--- config.mk ---
export PLATFORM = sky130hd
export DESIGN_NAME = klv_ber_stream_framer_unit
export DESIGN_NICKNAME = d
export VERILOG_FILES = /design/src/rtl/core/klv_pkg.sv /design/src/rtl/core/klv_ber_stream_framer_unit.sv /design/src/rtl/core/klv_parse.sv /design/src/rtl/core/klv_queue.sv
export SDC_FILE = /design/constraint.sdc
export NUM_CORES = 1
export LEC_CHECK = 0
export BUFFER_PORTS_ARGS = -buffer_cell sky130_fd_sc_hd__buf_2
export CAP_MARGIN = 20
export CORE_MARGIN = 2
export CORE_UTILIZATION = 50
export DETAILED_ROUTE_END_ITERATION = 8
export PLACE_DENSITY = 0.68
export SYNTH_ARGS = -nofsm -noshare
export SYNTH_HDL_FRONTEND = slang
export SYNTH_SLANG_ARGS = --single-unit
--- constraint.sdc ---
create_clock -name clk -period 9.43 [get_ports clk]
set_clock_uncertainty 0.05 [all_clocks]
set_input_delay 0.943 -clock clk [delete_from_list [all_inputs] [get_ports clk]]
set_output_delay 0.943 -clock clk [all_outputs]
set_load 0.02 [all_outputs]
--- src/rtl/core/klv_pkg.sv ---
// shared types, codes and constants of the klv ber stream framer
`timescale 1ns / 1ps
package klv_pkg;

  localparam int KEY_BYTES = 16;
  localparam int MAX_LENGTH_OCTETS_DEFAULT = 4;
  localparam int QUEUE_DEPTH_DEFAULT = 4;
  localparam int PREFIX_BYTES = 4;
  localparam int CATEGORY_INDEX = 4;
  localparam logic [31:0] KEY_PREFIX_RESET = 32'h060E_2B34;

  typedef enum logic [1:0] {
    PH_KEY  = 2'd0,
    PH_LEN0 = 2'd1,
    PH_OCT  = 2'd2,
    PH_VAL  = 2'd3
  } phase_t;

  typedef enum logic [2:0] {
    ERR_NONE      = 3'd0,
    ERR_SHORT_KEY = 3'd1,
    ERR_SHORT_LEN = 3'd2,
    ERR_SHORT_VAL = 3'd3,
    ERR_LONG_LEN  = 3'd4
  } err_t;

  typedef struct packed {
    logic [7:0]  out_byte;
    phase_t      phase;
    logic [7:0]  registry_category;
    logic        prefix_ok;
    logic [31:0] value_length;
    logic        length_done;
    logic        item_end;
    err_t        error;
  } klv_result_t;

endpackage

--- src/rtl/core/klv_ber_stream_framer_unit.sv ---
// top level of the klv ber stream framer: parser front end and result queue
`timescale 1ns / 1ps
// a byte's result is built combinationally and written into the result queue at the edge that
//   accepts the byte; with the queue empty it shows on the outputs straight after that edge
// throughput: one byte per cycle while the queue is not full; full rises only when QUEUE_DEPTH results wait unpopped
// reset (rst, synchronous, active high): key phase, empty queue, key_prefix back to 0x060E2B34
module klv_ber_stream_framer_unit import klv_pkg::*; #(
  parameter int MAX_LENGTH_OCTETS = MAX_LENGTH_OCTETS_DEFAULT,
  parameter int QUEUE_DEPTH       = QUEUE_DEPTH_DEFAULT
) (
  input  logic        clk,
  input  logic        rst,
  // configuration write: key prefix
  input  logic        cfg_wr_en,
  input  logic [31:0] cfg_wr_data,
  // input request side
  input  logic        push,
  output logic        full,
  input  logic [7:0]  in_byte,
  input  logic        buffer_end,
  // result request side
  output logic        empty,
  input  logic        pop,
  output logic [7:0]  out_byte,
  output logic [1:0]  phase,
  output logic [7:0]  registry_category,
  output logic        prefix_ok,
  output logic [31:0] value_length,
  output logic        length_done,
  output logic        item_end,
  output logic [2:0]  error
);

  // a request is taken whenever there is room for its result
  logic        in_accept;
  logic        out_accept;
  klv_result_t parse_result;
  klv_result_t head;

  assign in_accept  = push && !full;
  assign out_accept = pop && !empty;

  // front end: phase tracking, prefix check, ber length decode
  klv_parse #(
    .MAX_LENGTH_OCTETS(MAX_LENGTH_OCTETS)
  ) u_parse (
    .clk        (clk),
    .rst        (rst),
    .cfg_wr_en  (cfg_wr_en),
    .cfg_wr_data(cfg_wr_data),
    .accept     (in_accept),
    .in_byte    (in_byte),
    .buffer_end (buffer_end),
    .result     (parse_result)
  );

  // back end: results wait here so the two sides stall independently
  klv_queue #(
    .DEPTH(QUEUE_DEPTH)
  ) u_queue (
    .clk    (clk),
    .rst    (rst),
    .wr_en  (in_accept),
    .wr_data(parse_result),
    .rd_en  (out_accept),
    .rd_data(head),
    .full   (full),
    .empty  (empty)
  );

  // unpack the oldest result onto the ports
  assign out_byte          = head.out_byte;
  assign phase             = head.phase;
  assign registry_category = head.registry_category;
  assign prefix_ok         = head.prefix_ok;
  assign value_length      = head.value_length;
  assign length_done       = head.length_done;
  assign item_end          = head.item_end;
  assign error             = head.error;

  // a length is reported only on the byte that completes it
  a_len_zero_unless_done: assert property (@(posedge clk) disable iff (rst)
    (!empty && !length_done) |-> (value_length == '0))
    else $error("value_length set without length_done");

  // key bytes never complete a length field
  a_key_no_length: assert property (@(posedge clk) disable iff (rst)
    (!empty && phase == PH_KEY) |-> !length_done)
    else $error("length_done during key phase");

  // an item ending on a length octet must be a zero-length value
  a_oct_end_is_done: assert property (@(posedge clk) disable iff (rst)
    (!empty && item_end && phase == PH_OCT) |-> length_done)
    else $error("item_end on length octet without length_done");

  // after reset the queue holds nothing
  a_reset_empty: assert property (@(posedge clk)
    rst |=> empty)
    else $error("queue not empty after reset");

endmodule

--- src/rtl/core/klv_parse.sv ---
// front end: accepts stream bytes, tracks the klv phase and builds one result per byte
`timescale 1ns / 1ps
module klv_parse import klv_pkg::*; #(
  parameter int MAX_LENGTH_OCTETS = MAX_LENGTH_OCTETS_DEFAULT
) (
  input  logic        clk,
  input  logic        rst,
  input  logic        cfg_wr_en,
  input  logic [31:0] cfg_wr_data,
  input  logic        accept,
  input  logic [7:0]  in_byte,
  input  logic        buffer_end,
  output klv_result_t result
);

  logic [31:0] key_prefix;
  phase_t      phase_reg, phase_reg_next;
  logic [31:0] byte_count, byte_count_next;
  logic [31:0] length_acc, length_acc_next;
  logic [6:0]  octets_left, octets_left_next;
  logic        prefix_match, prefix_match_next;
  logic [7:0]  category_reg, category_reg_next;
  logic        too_many_octets, too_many_octets_next;

  logic        done, iend;
  logic [31:0] vlen;
  err_t        err;
  logic [7:0]  exp_byte;
  logic        byte_match;
  logic [6:0]  n_octets;

  // expected prefix byte, first byte in the top octet
  always_comb begin
    case (byte_count[1:0])
      2'd0:    exp_byte = key_prefix[31:24];
      2'd1:    exp_byte = key_prefix[23:16];
      2'd2:    exp_byte = key_prefix[15:8];
      default: exp_byte = key_prefix[7:0];
    endcase
  end

  assign byte_match = (exp_byte == in_byte);
  assign n_octets   = in_byte[6:0];

  always_comb begin
    phase_reg_next       = phase_reg;
    byte_count_next      = byte_count;
    length_acc_next      = length_acc;
    octets_left_next     = octets_left;
    prefix_match_next    = prefix_match;
    category_reg_next    = category_reg;
    too_many_octets_next = too_many_octets;
    done = 1'b0;
    iend = 1'b0;
    vlen = '0;
    err  = ERR_NONE;

    unique case (phase_reg)
      PH_KEY: begin
        if (byte_count < 32'(PREFIX_BYTES)) begin
          prefix_match_next = (byte_count == '0) ? byte_match : (prefix_match && byte_match);
        end
        if (byte_count == 32'(CATEGORY_INDEX)) begin
          category_reg_next = in_byte;
        end
        if (byte_count == 32'(KEY_BYTES - 1)) begin
          byte_count_next = '0;
          phase_reg_next  = PH_LEN0;
        end else begin
          byte_count_next = byte_count + 32'd1;
        end
      end
      PH_LEN0: begin
        if (!in_byte[7]) begin
          done = 1'b1;
          vlen = {24'd0, in_byte};
        end else begin
          too_many_octets_next = n_octets > 7'(MAX_LENGTH_OCTETS);
          length_acc_next      = '0;
          if (n_octets == '0) begin
            done = 1'b1;
          end else begin
            octets_left_next = n_octets;
            phase_reg_next   = PH_OCT;
          end
        end
      end
      PH_OCT: begin
        // only the last four octets survive the shift
        length_acc_next  = {length_acc[23:0], in_byte};
        octets_left_next = octets_left - 7'd1;
        if (octets_left_next == '0) begin
          done = 1'b1;
          vlen = length_acc_next;
        end
      end
      PH_VAL: begin
        byte_count_next = byte_count - 32'd1;
        if (byte_count_next == '0) begin
          iend = 1'b1;
        end
      end
    endcase

    if (done) begin
      if (too_many_octets_next) begin
        err = ERR_LONG_LEN;
      end
      if (vlen == '0) begin
        iend = 1'b1;
      end else begin
        byte_count_next = vlen;
        phase_reg_next  = PH_VAL;
      end
    end

    if (iend || buffer_end) begin
      if (!iend) begin
        case (phase_reg_next)
          PH_KEY:  err = ERR_SHORT_KEY;
          PH_VAL:  err = ERR_SHORT_VAL;
          default: err = ERR_SHORT_LEN;
        endcase
      end
      // fresh item
      phase_reg_next       = PH_KEY;
      byte_count_next      = '0;
      length_acc_next      = '0;
      octets_left_next     = '0;
      prefix_match_next    = 1'b1;
      too_many_octets_next = 1'b0;
    end
  end

  always_comb begin
    result.out_byte          = in_byte;
    result.phase             = phase_reg;
    result.registry_category = category_reg_next;
    result.prefix_ok         = prefix_match_next;
    result.value_length      = vlen;
    result.length_done       = done;
    result.item_end          = iend;
    result.error             = err;
  end

  always_ff @(posedge clk) begin
    if (rst) begin
      key_prefix      <= KEY_PREFIX_RESET;
      phase_reg       <= PH_KEY;
      byte_count      <= '0;
      length_acc      <= '0;
      octets_left     <= '0;
      prefix_match    <= 1'b1;
      category_reg    <= '0;
      too_many_octets <= 1'b0;
    end else begin
      if (cfg_wr_en) begin
        key_prefix <= cfg_wr_data;
      end
      if (accept) begin
        phase_reg       <= phase_reg_next;
        byte_count      <= byte_count_next;
        length_acc      <= length_acc_next;
        octets_left     <= octets_left_next;
        prefix_match    <= prefix_match_next;
        category_reg    <= category_reg_next;
        too_many_octets <= too_many_octets_next;
      end
    end
  end

endmodule

--- src/rtl/core/klv_queue.sv ---
// back end: short result queue with first-word fall-through
`timescale 1ns / 1ps
module klv_queue import klv_pkg::*; #(
  parameter int DEPTH = QUEUE_DEPTH_DEFAULT
) (
  input  logic        clk,
  input  logic        rst,
  input  logic        wr_en,
  input  klv_result_t wr_data,
  input  logic        rd_en,
  output klv_result_t rd_data,
  output logic        full,
  output logic        empty
);

  localparam int AW = (DEPTH > 1) ? $clog2(DEPTH) : 1;
  localparam int CW = $clog2(DEPTH + 1);

  klv_result_t mem [DEPTH];
  logic [AW-1:0] wr_ptr, rd_ptr;
  logic [CW-1:0] count;

  assign full    = (count == CW'(DEPTH));
  assign empty   = (count == '0);
  assign rd_data = mem[rd_ptr];

  always_ff @(posedge clk) begin
    if (wr_en) begin
      mem[wr_ptr] <= wr_data;
    end
  end

  always_ff @(posedge clk) begin
    if (rst) begin
      wr_ptr <= '0;
      rd_ptr <= '0;
      count  <= '0;
    end else begin
      if (wr_en) begin
        wr_ptr <= (wr_ptr == AW'(DEPTH - 1)) ? '0 : wr_ptr + AW'(1);
      end
      if (rd_en) begin
        rd_ptr <= (rd_ptr == AW'(DEPTH - 1)) ? '0 : rd_ptr + AW'(1);
      end
      case ({wr_en, rd_en})
        2'b10:   count <= count + CW'(1);
        2'b01:   count <= count - CW'(1);
        default: count <= count;
      endcase
    end
  end

endmodule

==> results.py <==
metrics = {
    "outcome": {
        "status": "complete, no violations",
    },
    "sta": {
        "final.period_utilization_pct": 52.5,
        "rsz0062_at_grt": "false",
        "slew_headroom_pct": 25.8,
        "hold_ws_ns": 0.404,
        "finalSetupTns_ns": 0,
        "setup_viol_count_final": 0,
        "tightestPinTransition_ns": 1.11,
        "slew_violations": 0,
        "max_freq_mhz": 202,
        "hold_violations": 0,
        "fin_crit_ns": 4.95,
    },
    "clock_network": {
        "cts.repair.resized": 0,
        "cts.clk_slew.worst_paths_ns": 0.07,
        "cts_setup_buffers": 0,
        "cts_hold_buffers": 0,
        "cts_buffers": 37,
        "clock-sinks": 340,
        "worstSkewPairLatency_ns": 0.53,
        "htree_levels": 2,
        "cts.path.max_buffers": 3,
        "cts_root_buf": "clkbuf_16",
        "cts_tree": "yes",
    },
    "logic_synthesis": {
        "synthSimpleGateAreaFrac_pct": 12.4,
        "syn_nets": 1361,
        "synth_top_family_by_area": "compound AO/OA/AOI/OAI gates",
        "synth_cells": 1297,
        "synth_top_cell_area_share_pct": 42.8,
        "yosysWarningCount": 0,
        "yosysSeqAreaShare_pct": 57.5,
        "synth_compound_area_share_pct": 12.4,
        "avgSynthCellArea_um2": 12.1,
        "synthXorXnorAreaFrac_pct": 1.28,
        "synth_async_sr_flop_share_pct": 0,
        "synthFlopType": "edfxtp_1",
        "synth_edf_count": 224,
        "synth_top_cells_by_area": "edfxtp_1, dfxtp_1, mux4_2, nand2_1, mux2i_1",
        "ys_ff_latch": 340,
        "syn_area_um2": 15700,
        "synth_largest_area_cell": "edfxtp_1",
        "synth_mux_area_share_pct": 11.3,
        "synthAdderAreaFrac_pct": 1.48,
        "synthDistinctLibCells": 81,
    },
    "worst_setup_path": {
        "crit_path_max_incr_delay_ns": 0.89,
        "regToRegEndpoint": "u_parse.byte_count[4]",
        "worstPathArrival_ns": 5.26,
        "r2r_slack_ns": 4.48,
        "crit_path_cell_trace": "inv_1 -> ha_1 -> nor3b_1 -> nand2b_4 -> nor3_1 -> xor2_1 -> or4_4 -> o311a_4 -> nand2_1 -> o21ai_0",
        "crit_slowest_cell": "nor3b_1",
        "required_ns": 9.73,
        "critPathKind": "reg -> reg",
        "r2r_cells": 10,
        "path_max_fanout": 26,
        "timing.rr.start": "u_parse.byte_count[0]",
        "cp-start-kind": "flop",
        "cp-end-kind": "flop",
    },
    "min_path": {
        "min_to": "u_parse.category_reg[1]",
        "hold_depth": 2,
        "hold_class": "reg -> reg",
        "hp-start": "u_parse.category_reg[1]",
    },
    "cells_and_area": {
        "top_register": "u_queue.mem",
        "nets": 1418,
        "largest_register_ffs": 224,
        "diodes": 0,
        "multi_input_area_um2": 6140,
        "area_growth_pct": 12.0,
        "fill_cells": 2564,
        "drive_above_1_share_pct": 19.0,
        "seqCellArea_um2": 9050,
        "reg_top3": "u_queue.mem x224, u_parse.byte_count x32, u_parse.key_prefix x32",
        "final_cell_area_um2": 17600,
    },
    "routing": {
        "num_vias": 11100,
        "firstDrtPassIters": 7,
        "drc": 0,
        "routedWlPerCell_um": 22.1,
        "viasPerCell": 6.27,
        "drt_iter0_drc": 1241,
        "finalWirelength_mm": 39.4,
        "drtAntennaViolNets": 0,
    },
    "power_and_ir_drop": {
        "vdd_drop_max_uv": 134,
        "p_seq_share_pct": 45.5,
        "power_density_nw_per_um2": 216,
        "clkPwrFrac_pct": 35.7,
        "swShare_pct": 27.4,
        "p_leak_nw": 6.08,
        "intPower_w": 0.00277,
        "power_frac_comb_pct": 18.8,
        "power_switching_w": 0.00104,
        "finalPower_w": 0.00381,
    },
    "floorplan": {
        "initial_core_util_pct": 51.2,
        "coreArea_um2": 30700,
        "die-area_um2": 32900,
        "dieHeight_um": 181,
        "die_w_um": 181,
        "fp-row-count": 64,
        "io_pins": 104,
    },
    "placed_design": {
        "dp_hpwl_mm": 24.8,
        "portBuffers": 103,
        "placed_area_um2": 16500,
        "routabilityCongestion": 0.940,
    },
    "global_route": {
        "grt_pass1_vias": 10800,
        "grt_pass1_wl_mm": 61.5,
        "overflow": 0,
        "track_usage_pct": 23.8,
        "antenna_found_initial": 0,
        "grt_max_degree": 57,
    },
    "flow_run": {
        "drv_cap": 0,
    },
}
## synthesized netlist by cell type, drive strengths merged, types with 10 or more instances
| cell type | number |
|---|---|
| edfxtp | 224 |
| dfxtp | 116 |
| nand2 | 114 |
| clkbuf | 74 |
| nor2 | 70 |
| o21ai | 70 |
| a21oi | 57 |
| mux4 | 56 |
| mux2i | 41 |
| inv | 39 |
| and2 | 36 |
| nor3 | 33 |
| nand3 | 29 |
| buf | 27 |
| a22o | 26 |
| nor4 | 22 |
| a31oi | 19 |
| xnor2 | 19 |
| ha | 17 |
| nand4 | 16 |
| and3 | 11 |
| o31ai | 11 |
| o211ai | 10 |
| or4 | 10 |
## through the flow
step / utilization, % / worst slack, ns / std cells
6_report: 57.3 / 4.48 / 1778
5_1_grt: 57.3 / 4.17 / 1778
4_1_cts: 57.3 / 4.50 / 1778
3_5_place_dp: 53.6 / 4.53 / 1711
3_3_place_gp: 53.6 / 4.73 / 1711
2_1_floorplan: - / 5.85 / 1297
## final cells by class
| type | instances | share of cell area (%) |
|---|---|---|
| repair buffers | 119 | 3.61 |
| clock inverters | 22 | 1.04 |
| flip-flops and latches | 340 | 51.4 |
| inverters | 42 | 0.895 |
| multi-input cells | 814 | 34.8 |
| clock buffers | 45 | 5.43 |
| well taps | 396 | 2.81 |
## cell families after synthesis
group                      after synthesis
xor gates and xnor gates                23
AOI/OAI and AO/OA                      285
buffers and inverters                  143
and+or+nand+nor                        382
adders and majority gates               18
muxes                                  106
DFF                                    340
## metal layers
layer	global-route usage (%)	part of all wire (%)	routed length, um
met5	0	0	0
met4	6.67	2.4	935
met3	4.17	7.0	2760
met2	38.1	46	18200
met1	33.7	44	17400
## worst max-delay path: cells and delay by family (launching register included)
family,cells,cell delay (ns)
AO/OA/AOI/OAI,2,0.66
XOR/XNOR,1,0.13
adder cells (fa/ha/maj),1,0.64
buffers and inverters,1,0.16
flip-flops,1,0.44
AND/OR/NAND/NOR,5,2.69
## power by group through the flow
stage,sequential (W),clock [W],combinational [W]
2_1_floorplan,0.00174,0,0.000533
3_3_place_gp,0.00176,0,0.000727
3_5_place_dp,0.00177,0,0.000730
4_1_cts,0.00173,0.00139,0.000731
5_1_grt,0.00174,0.00145,0.000773
6_report,0.00173,0.00136,0.000715
## how the worst max path moves through the flow
stage / endpoint / slack, ns / startpoint
after floorplan: u_parse.length_acc[7] / 5.85 / u_parse.byte_count[1]
after global placement: u_parse.byte_count[2] / 4.73 / u_parse.byte_count[0]
after detailed placement: u_parse.byte_count[21] / 4.53 / u_parse.byte_count[0]
after CTS: u_parse.byte_count[14] / 4.50 / u_parse.byte_count[0]
after global routing: u_parse.byte_count[16] / 4.17 / u_parse.byte_count[0]
final: u_parse.byte_count[4] / 4.48 / u_parse.byte_count[0]
## placed cells by master (no fill, tap or decap), drive strengths merged, types with 5 or more instances in the layout
cell / Yosys / routed
clkinv: 3 / 15
o31ai: 11 / 11
a22oi: 5 / 5
a211oi: 8 / 8
and4: 5 / 5
and2: 36 / 36
ha: 17 / 17
a221oi: 5 / 5
o21ai: 70 / 70
o2111ai: 7 / 7
or4: 10 / 10
a222oi: 8 / 8
nor3: 33 / 33
and3: 11 / 11
nand4: 16 / 16
mux2: 9 / 9
nand2: 114 / 114
nor4: 22 / 22
nor2: 70 / 70
a311oi: 5 / 5
clkbuf: 74 / 45
a21oi: 57 / 57
a31oi: 19 / 19
mux2i: 41 / 41
a22o: 26 / 26
nand3: 29 / 29
o211ai: 10 / 10
nand2b: 9 / 9
buf: 27 / 119
inv: 39 / 43
o221ai: 5 / 5
mux4: 56 / 56
o22ai: 9 / 9
nor2b: 5 / 5
edfxtp: 224 / 224
xnor2: 19 / 19
or3: 6 / 6
dfxtp: 116 / 116
Note: power is estimated with default switching activity, not from simulation.
